--- config.mk ---
export PLATFORM = sky130hd
export DESIGN_NAME = cst_free_scan
export DESIGN_NICKNAME = d
export VERILOG_FILES = /design/src/design/counting_semaphore_table_macros.svh /design/src/design/cst_pkg.sv /design/src/design/cst_free_scan.sv
export SDC_FILE = /design/constraint.sdc
export NUM_CORES = 1
export LEC_CHECK = 0
export BUFFER_PORTS_ARGS = -buffer_cell sky130_fd_sc_hd__buf_2
export CAP_MARGIN = 30
export CORE_MARGIN = 4
export CORE_UTILIZATION = 41
export DETAILED_ROUTE_END_ITERATION = 8
export GPL_TIMING_DRIVEN = 0
export PLACE_DENSITY_LB_ADDON = 0.08
export SYNTH_ARGS = -nofsm -noshare
export SYNTH_HDL_FRONTEND = slang
export SYNTH_SLANG_ARGS = --single-unit
--- constraint.sdc ---
create_clock -name clk -period 1.4 [get_ports clk]
set_input_delay 0.07 -clock clk [delete_from_list [all_inputs] [get_ports clk]]
set_output_delay 0.07 -clock clk [all_outputs]
set_load 0.05 [all_outputs]
--- src/design/counting_semaphore_table_macros.svh ---
// Assertion helpers for the semaphore table RTL.
`ifndef COUNTING_SEMAPHORE_TABLE_MACROS_SVH
`define COUNTING_SEMAPHORE_TABLE_MACROS_SVH

// Same-cycle implication, disabled while in reset.
`define CST_ASSERT_IMPL(label, clk, rst, ante, cons) \
  label: assert property (@(posedge clk) disable iff (rst) (ante) |-> (cons)) \
    else $error("%m: implication check failed");

// Next-cycle implication, disabled while in reset.
`define CST_ASSERT_NEXT(label, clk, rst, ante, cons) \
  label: assert property (@(posedge clk) disable iff (rst) (ante) |=> (cons)) \
    else $error("%m: next-cycle check failed");

`endif

--- src/design/cst_pkg.sv ---
package cst_pkg;

  localparam int NUM_SEMS   = 256;
  localparam int COUNT_BITS = 16;
  localparam int IDX_W      = $clog2(NUM_SEMS);

  localparam int FUNC_W   = 3;
  localparam int ID_W     = 8;
  localparam int INIT_W   = 16;
  localparam int STATUS_W = 3;

  // Alloc only scans entries that granted_id can name.
  localparam int ID_LIMIT = 1 << ID_W;
  localparam int SCAN_N   = (NUM_SEMS < ID_LIMIT) ? NUM_SEMS : ID_LIMIT;
  localparam int GRP_N    = 16;
  localparam int GRP_W    = $clog2(GRP_N);
  localparam int NGRP     = (SCAN_N + GRP_N - 1) / GRP_N;

  localparam logic [FUNC_W-1:0] OP_ALLOC = FUNC_W'(0);
  localparam logic [FUNC_W-1:0] OP_OPEN  = FUNC_W'(1);
  localparam logic [FUNC_W-1:0] OP_CLOSE = FUNC_W'(2);
  localparam logic [FUNC_W-1:0] OP_UP    = FUNC_W'(3);
  localparam logic [FUNC_W-1:0] OP_DOWN  = FUNC_W'(4);

  localparam logic [STATUS_W-1:0] STAT_OK           = STATUS_W'(0);
  localparam logic [STATUS_W-1:0] STAT_ALREADY_OPEN = STATUS_W'(1);
  localparam logic [STATUS_W-1:0] STAT_CLOSED       = STATUS_W'(2);
  localparam logic [STATUS_W-1:0] STAT_WOULD_BLOCK  = STATUS_W'(3);
  localparam logic [STATUS_W-1:0] STAT_NONE_FREE    = STATUS_W'(4);
  localparam logic [STATUS_W-1:0] STAT_FULL         = STATUS_W'(5);

  typedef logic [COUNT_BITS-1:0] count_t;
  typedef logic [IDX_W-1:0]      idx_t;

  localparam count_t COUNT_MAX = '1;

  typedef struct packed {
    logic [FUNC_W-1:0] func;
    logic [ID_W-1:0]   sem_id;
    logic [INIT_W-1:0] init_count;
  } req_t;

  typedef struct packed {
    logic [STATUS_W-1:0] status;
    logic [ID_W-1:0]     granted_id;
    logic                wake;
  } rsp_t;

  // Lowest closed entry among the scanned ones.
  typedef struct packed {
    logic found;
    idx_t idx;
  } scan_t;

  typedef enum logic {
    S_IDLE,
    S_EXEC
  } state_t;

  // Saturate an initial count to the counter width.
  function automatic count_t clamp_init(logic [INIT_W-1:0] v);
    if ((INIT_W + COUNT_BITS)'(v) > (INIT_W + COUNT_BITS)'(COUNT_MAX)) begin
      return COUNT_MAX;
    end
    return COUNT_BITS'(v);
  endfunction

endpackage

--- src/design/cst_free_scan.sv ---
module cst_free_scan (
  input  logic                         clk,
  input  logic [cst_pkg::NUM_SEMS-1:0] open_flags,
  output cst_pkg::scan_t               scan
);
  import cst_pkg::*;

  logic [NGRP-1:0]  grp_free;
  logic [GRP_W-1:0] grp_low [NGRP];
  logic [NGRP-1:0]  grp_free_next;
  logic [GRP_W-1:0] grp_low_next [NGRP];

  // First level: lowest closed entry within each group of sixteen.
  always_comb begin
    for (int g = 0; g < NGRP; g++) begin
      grp_free_next[g] = 1'b0;
      grp_low_next[g]  = '0;
      for (int j = GRP_N - 1; j >= 0; j--) begin
        if ((g * GRP_N + j) < SCAN_N) begin
          if (!open_flags[g * GRP_N + j]) begin
            grp_free_next[g] = 1'b1;
            grp_low_next[g]  = GRP_W'(j);
          end
        end
      end
    end
  end

  always_ff @(posedge clk) begin
    grp_free <= grp_free_next;
    for (int g = 0; g < NGRP; g++) begin
      grp_low[g] <= grp_low_next[g];
    end
  end

  // Second level: lowest group that holds a closed entry.
  always_comb begin
    scan.found = |grp_free;
    scan.idx   = '0;
    for (int g = NGRP - 1; g >= 0; g--) begin
      if (grp_free[g]) begin
        scan.idx = IDX_W'(g * GRP_N + int'(grp_low[g]));
      end
    end
  end

endmodule

Yosys cells after proc, flatten, opt, wreduce, memory -nomap -nowiden
Memories as Yosys holds them, arrays and structs flattened. Cells that the tools add are included.

Bits in registers: 16. RAM bits: 64. Input port bits: 257. Output and inout bits: 9. Word-level logic and storage cells: 337. Memories kept: 1.

Add/subtract/negate cells: 15. Mux-type cells: 288. Reduce and logical (&&, ||, !) cells: 17.

Memory list: grp_low (words 16, width 4, read ports 16, clocked after Yosys merged registers in 0, wr ports 16, RTL line cst_free_scan.sv:9) `logic [GRP_W-1:0] grp_low [NGRP];`.

Operators with widths (number): $mux W4 (256); $reduce_and A15 Y1 (16); $mux W8 (16); $add A8 B4 Y8 const A (8); $add A7 B4 Y8 const A (4); $mux W1 (16); $reduce_or A16 Y1 (1); $add A6 B4 Y7 const A (2); $add A5 B4 Y6 const A (1).

Longest topological paths before layout
Gate-level depths: netlist (run 1).

Word-level depth: 17. Depth in mapped cells: 6. Mapped depth without buffers: 5.

Least setup slack after synthesis (run 1)
OpenSTA, ideal clock, no wires.

Path type: reg2out. Start: register grp_free[3]. End: output scan[7] in the netlist's numbering. Arrival time: 2.285 ns. Data required time: 1.330 ns. Setup slack: -0.955 ns. Stages on the path, launching flop included: 5. Buffers on the path: 1. Cell sequence: dfxtp_1 > clkbuf_1 > nor2_1 > nand2_1 > nor4_1.

RTL lines: start: declaration (RTL line cst_free_scan.sv:8) `logic [NGRP-1:0] grp_free;`; start signal: assignment (RTL line cst_free_scan.sv:30) `grp_free <= grp_free_next;`; end: declaration (RTL line cst_free_scan.sv:4) `output cst_pkg::scan_t scan`.

==> run metrics, run 1 <==
CTS buffer count 9; first-iteration detailed-routing DRC count 232; CTS Root Cell clkbuf_16; Cell Area, Synth 0.00472 mm^2; DIE AREA 0.0133 mm^2; final worst slack -0.677 ns; Die Height 115 um; Placed Cells 1,077; ratio of cells with drive above 1 in the final layout 34.0%; routed len/inst 13.9 um; clock power share 39.8%; drt total wl 16,200 um; Hold Startpoint open_flags[208]; pwr dens 755 mW/mm^2; vias per cell 5.45; Tcrit/Tclk final 148%; maximum buffer depth of the clock tree 2; Switching Power 0.00158 W; Clk pin slew, worst setup/hold paths 0.07 ns; crit path kind reg2out; FMAX 0.482 GHz; Final setup viols 10; CTS tree built; Final Slew Violations 0; GRT Resource Usage Total 22.3%; worst IR drop on VDD 0.00112 V; cells after synthesis 672; area leader, netlist dfxtp_1; worst-path cell chain clkbuf_8 > nor2_4 > o221ai_1 > o211ai_1 > a31oi_2 > o21ai_4 > buf_6; Synth cell types 42; critical path launch point type register; placed cell area 0.00639 mm^2; port bufs 265; register area share after synthesis 33.9%; Antenna Nets Post-Route 0; Final Non-Filler Cells 1,164; Max-slew headroom 74.9%; unrepaired setup endpoints after global routing true; worst hold endpoint grp_low[1][20]$_SDFF_PN0_; detailed placement HPWL 12,800 um; crit path time final 2.08 ns; crit end category output pin; slowest stage delay, CP 0.32 ns; CP max-delay cell dfxtp_2; hold depth 3; Worst Path Required 1.33 ns; share of total power in combinational logic 19.2%; Initial Util 42.6%; crit-path max FO 8; Synth area leaders dfxtp_1 (34%), nand2_1 (8.3%), a31oi_1 (6.9%), nand4_1 (6.4%), o21ai_0 (5.8%); Die X 115 um; Max-Cap Viols 0; Seq cells post-synth 80; final-report hold violation count 0; Pleak 3.38 nW; number of I/O pins 266; Syn Nets 929; Sw Ratio 27.2%; Avg Cell Area, Syn 7.03 um^2; number of global-route vias before repair 6,228; DR pass1 iterations 5; htree depth 3; largest net degree at the start of global routing 17; Synth Warn # 0; clock sinks 80; critical path arrival 2.01 ns; worst-margin pin slew 0.372 ns; Synth-to-Final Area Change 62.6%; site row count 38; DRC errors left 0; failing checks setup timing; GPL Wtd Cong 0.895; status finished with violations; Hold/Removal Path Class in2reg; initial antenna violation count 0; ant diodes 0; GR Overflow Total 0; Internal Power 0.00422 W; Yosys top cell area share 33.9%; register share of total power 41.0%; core region area 0.0111 mm^2; Final Cell Area 0.00768 mm^2; # nets final 1,276; first-pass GRT wire length 24,900 um; vias 6,340
==> how the worst max path moves through the flow <==
stage	from	endpoint	cells after the start	slack [ns]
CTS	grp_free[4]$_SDFF_PN1_	scan[2]	7	-0.68
finish	grp_free[10]$_SDFF_PN1_	scan[2]	7	-0.68
global placement	grp_free[4]$_SDFF_PN1_	scan[0]	7	-0.47
floorplan	grp_free[12]$_SDFF_PN1_	scan[8]	5	-0.18
global route	grp_free[5]$_SDFF_PN1_	scan[2]	7	-0.74
detailed placement	grp_free[4]$_SDFF_PN1_	scan[2]	7	-0.52
==> state kept, by name (all words and copies together) (netlist names) <==
signal / cells
grp_low: 64
grp_free: 16
==> layer usage <==
layer	vias up	track usage [%]	wire length (um)
met5	-	0	0
met3	34	4.89	1150
li1	3200	-	-
met4	0	6.18	272
met1	2881	22.9	6180
met2	225	44.8	8570
==> through the flow <==
| step | util, % | setup TNS (ns) | hold slack [ns] | total power (W) | worst slack, ns |
|---|---|---|---|---|---|
| after floorplan | - | -0.512 | 0.168 | 0.00277 | -0.181 |
| after detailed placement | 57.7 | -2.70 | 0.287 | 0.00337 | -0.517 |
| after global routing | 69.3 | -5.29 | 0.0156 | 0.00605 | -0.742 |
| after global placement | 57.7 | -2.61 | 0.281 | 0.00332 | -0.474 |
| final | 69.3 | -4.75 | 0.0132 | 0.00580 | -0.677 |
| after CTS | 68.9 | -4.64 | 0.00496 | 0.00582 | -0.681 |
==> power by group through the flow <==
stage | Clock, W | Combinational (W) | Sequential [W]
final | 0.00231 | 0.00111 | 0.00238
after floorplan | 0 | 0.000352 | 0.00242
after global routing | 0.00244 | 0.00124 | 0.00238
after global placement | 0 | 0.000892 | 0.00243
after detailed placement | 0 | 0.000938 | 0.00243
after CTS | 0.00235 | 0.00109 | 0.00238
==> cell usage after synthesis <==
master and instances:
nor2b_2 1, a211o_1 1, clkbuf_2 1, o211a_1 1, a211oi_1 1, a2111oi_2 1, clkbuf_1 2, nor4_1 2
a221o_1 1, and2_1 1, buf_6 1, nand4b_1 1, nor3_1 34, or2_2 1, o21ai_1 4, a21oi_1 24
o22a_1 1, or2_1 2, o311ai_1 1, o221ai_1 4, nand2b_1 3, o22ai_1 3, inv_1 59, a21boi_0 16
a22oi_1 4, dfxtp_1 80, a221oi_2 2, a221oi_1 9, nand4_1 48, nand3_1 33, nand2_1 105, o21ai_0 55
nor2b_1 21, buf_2 1, o21ba_1 1, a31oi_1 52, or2_0 1, nor2_1 56, and2b_1 1, o41ai_1 1
o211ai_1 35, a311oi_1 1
==> repair_timing <==
| action | CTS | global route |
|---|---|---|
| hold buffers | 62 | 0 |
| pin swaps | 15 | 6 |
| resized for setup | 63 | 11 |
| setup buffers | 9 | 0 |
| hold endpoints to repair | 32 | 0 |
| setup endpoints to repair | 9 | 11 |
==> critical path, delay by kind of cell, from the launching register on <==
kind            cells  cell delay (ns)
flops               1             0.32
buf+inv             2             0.33
simple gates        1             0.18
compound gates      4             0.83
==> logic make-up (layout without fill, tap and decap cells) <==
kind of cell	count (synthesis)	after routing	share of synthesized area, %
buffers and inverters	64	416	5.30
AO/OA/AOI/OAI	218	218	29.9
AND/OR/NAND/NOR	310	310	30.9
flip-flops	80	80	33.9
==> layout make-up <==
type	instances	area [um^2]
Buffer	5	53.8
Tap cell	140	175
Inverter	59	224
Fill cell	922	3400
Clock inverter	6	57.6
Timing Repair Buffer	336	2100
Sequential cell	80	1620
Multi-Input combinational cell	528	3210
Clock buffer	10	239
==> cell usage in the layout, fill, tap and decap left out, types with 33 or more instances in the layout <==
cell | synthesis | final
buf_2 | 1 | 256
nand2_1 | 105 | 105
dfxtp_1 | 80 | 69
dlygate4sd3_1 | 0 | 62
inv_1 | 59 | 58
nor2_1 | 56 | 51
o21ai_0 | 55 | 50
nand4_1 | 48 | 48
a31oi_1 | 52 | 48
o211ai_1 | 35 | 35
nor3_1 | 34 | 33
(Power assumes the default switching activity.)
==> inputs of run 2 (changes only) <==
--- a/config.mk
+++ b/config.mk
@@ -6,12 +6,14 @@
 export NUM_CORES = 1
 export LEC_CHECK = 0
 export BUFFER_PORTS_ARGS = -buffer_cell sky130_fd_sc_hd__buf_2
-export CAP_MARGIN = 30
+export CAP_MARGIN = 0
 export CORE_MARGIN = 4
 export CORE_UTILIZATION = 41
 export DETAILED_ROUTE_END_ITERATION = 8
 export GPL_TIMING_DRIVEN = 0
 export PLACE_DENSITY_LB_ADDON = 0.08
+export REMOVE_ABC_BUFFERS = 1
+export SLEW_MARGIN = 10
 export SYNTH_ARGS = -nofsm -noshare
 export SYNTH_HDL_FRONTEND = slang
 export SYNTH_SLANG_ARGS = --single-unit
==> run metrics, run 2 (synthesized netlist as in run 1, its figures left out) <==
status finished with violations; failing checks setup timing; unrepaired setup endpoints after global routing true; final-report hold violation count 0 (unchanged); ant diodes 0 (unchanged); Pleak 3.31 nW (-2.0%); Tcrit/Tclk final 141% (-7.3 points); FMAX 0.506 GHz (+5.2%); Antenna Nets Post-Route 0 (unchanged); most flop-heavy register grp_low; largest net degree at the start of global routing 15 (-2); CTS Root Cell clkbuf_16; htree depth 3 (unchanged); clock sinks 80 (unchanged); Max-slew headroom 72.8% (-2.1 points); most common cell after layout, fill and taps aside buf_2; Max-Cap Viols 0 (unchanged); vias 6,210 (-2.1%); worst IR drop on VDD 0.000710 V (-37%); slowest stage delay, CP 0.32 ns (about the same); Initial Util 42.6% (unchanged); DRC errors left 0 (unchanged); critical path arrival 1.90 ns (-0.11 ns); # nets final 1,266 (-0.78%); most frequent cell on the critical path buf_4; Synth-to-Final Area Change 56.8%; Largest regs grp_low (64), grp_free (16); port bufs 265 (unchanged); Clk pin slew, worst setup/hold paths 0.06 ns (about the same); crit path time final 1.97 ns (-0.102 ns); Die Height 115 um (unchanged); vias per cell 5.38 (-1.2%); CTS tree built; worst-margin pin slew 0.407 ns (+0.0346 ns); ratio of cells with drive above 1 in the final layout 32.3% (-1.6 points); DR pass1 iterations 5 (unchanged); number of global-route vias before repair 6,036 (-3.1%); Hold/Removal Path Class in2reg; routed len/inst 13.3 um (-4.1%); maximum buffer depth of the clock tree 2 (unchanged); CP top delay family compound AO/OA/AOI/OAI gates; crit-path max FO 5 (-3); Final setup viols 9 (-1); CP bufs+invs 2 (unchanged); crit end category output pin; hold depth 3 (unchanged); CP max-delay cell dfxtp_2; Largest register FFs 64 (unchanged); drt total wl 15,400 um (-4.9%); commonest non-fill, non-tap cells in the layout buf_2 (256), nand2_1 (105), dfxtp_1 (68); first-iteration detailed-routing DRC count 341 (+47%); final worst slack -0.575 ns (+0.102 ns); core region area 0.0111 mm^2 (unchanged); DIE AREA 0.0133 mm^2 (unchanged); Worst Path Required 1.33 ns (about the same); first-pass GRT wire length 24,600 um (-1.2%); Die X 115 um (unchanged); pwr dens 799 mW/mm^2 (+5.8%); Hold Startpoint open_flags[192]; Final Slew Violations 0 (unchanged); worst hold endpoint grp_low[1][16]$_SDFF_PN0_; total power 0.00592 W (+2.0%); initial antenna violation count 0 (unchanged); number of I/O pins 266 (unchanged); GRT Resource Usage Total 22.0% (-0.29 points); GPL Wtd Cong 0.822 (-8.1%); CTS buffer count 9 (unchanged); GR Overflow Total 0 (unchanged); crit path kind reg2out; detailed placement HPWL 12,700 um (-0.88%); site row count 38 (unchanged); setup TNS -4.10 ns (+0.653 ns); critical path launch point type register; worst-path cell chain or2_4 > buf_4 > a221oi_2 > o21ai_1 > a311oi_2 > nor3_1 > buf_4; hold slack 0.0125 ns (-0.000747 ns)
## run 2: cell types whose count changed in the layout (fill, tap and decap cells not counted), sizes merged
cell,delta
clkinv,+1
bufinv,+2
inv,-5
buf,-2
dlygate4sd3,-5
clkinvlp,+2
clkbuf,-3
## run 2: power by group
group | internal, W | leakage, nW | switching, W
clock | 0.00157 | 0.149 | 0.000894
combinational | 0.000557 | 2.51 | 0.000519
sequential | 0.00234 | 0.651 | 0.0000325
## run 2: worst max path at each step
stage                             from  endpoint  slack (ns)  cells after the start
6_report       grp_free[12]$_SDFF_PN1_   scan[3]       -0.57                      7
4_1_cts         grp_free[8]$_SDFF_PN1_   scan[3]       -0.58                      6
3_5_place_dp    grp_free[4]$_SDFF_PN1_   scan[2]       -0.40                      6
3_3_place_gp    grp_free[6]$_SDFF_PN1_   scan[2]       -0.38                      6
2_1_floorplan   grp_free[6]$_SDFF_PN1_   scan[7]       -0.90                      2
5_1_grt         grp_free[9]$_SDFF_PN1_   scan[1]       -0.66                      6
## run 2: repair_timing
item / in CTS / in global routing
gates resized for setup: 55 / 16
setup buffers: 4 / 5
pin swaps: 14 / 7
setup endpoints to repair: 9 / 9
endpoints found under the hold margin: 31 / 0
hold buffers: 57 / 0
## run 2: area by class of cell
cell class / instances / area [um^2]
clock buffers: 10 / 229
clock inverters: 6 / 92.6
fillers: 969 / 3670
inverters: 59 / 221
multi-input cells: 528 / 3040
flip-flops and latches: 80 / 1630
well taps: 140 / 175
repair buffers: 331 / 2020
## run 2: stage by stage
step | cells | utilization [%] | setup WS, ns | area, um^2
4_1_cts | 1149 | 65.9 | -0.579 | 7310
5_1_grt | 1154 | 66.9 | -0.656 | 7410
3_5_place_dp | 1072 | 55.9 | -0.403 | 6200
2_1_floorplan | 667 | - | -0.897 | 4690
6_report | 1154 | 66.9 | -0.575 | 7410
3_3_place_gp | 1072 | 55.9 | -0.378 | 6200
## run 2: worst min-delay path: cells and delay by family
kind | cells | cell delay (ns)
compound gates | 2 | 0.12
buf+inv | 1 | 0.11
## run 2: routing by layer
layer | vias to the layer above | part of all wire [%] | track usage (%)
met5 | - | 0 | 0
met4 | 0 | 1.5 | 6.26
met3 | 23 | 5.8 | 3.32
met2 | 190 | 52 | 42.3
met1 | 2820 | 40 | 25.0
li1 | 3177 | - | -
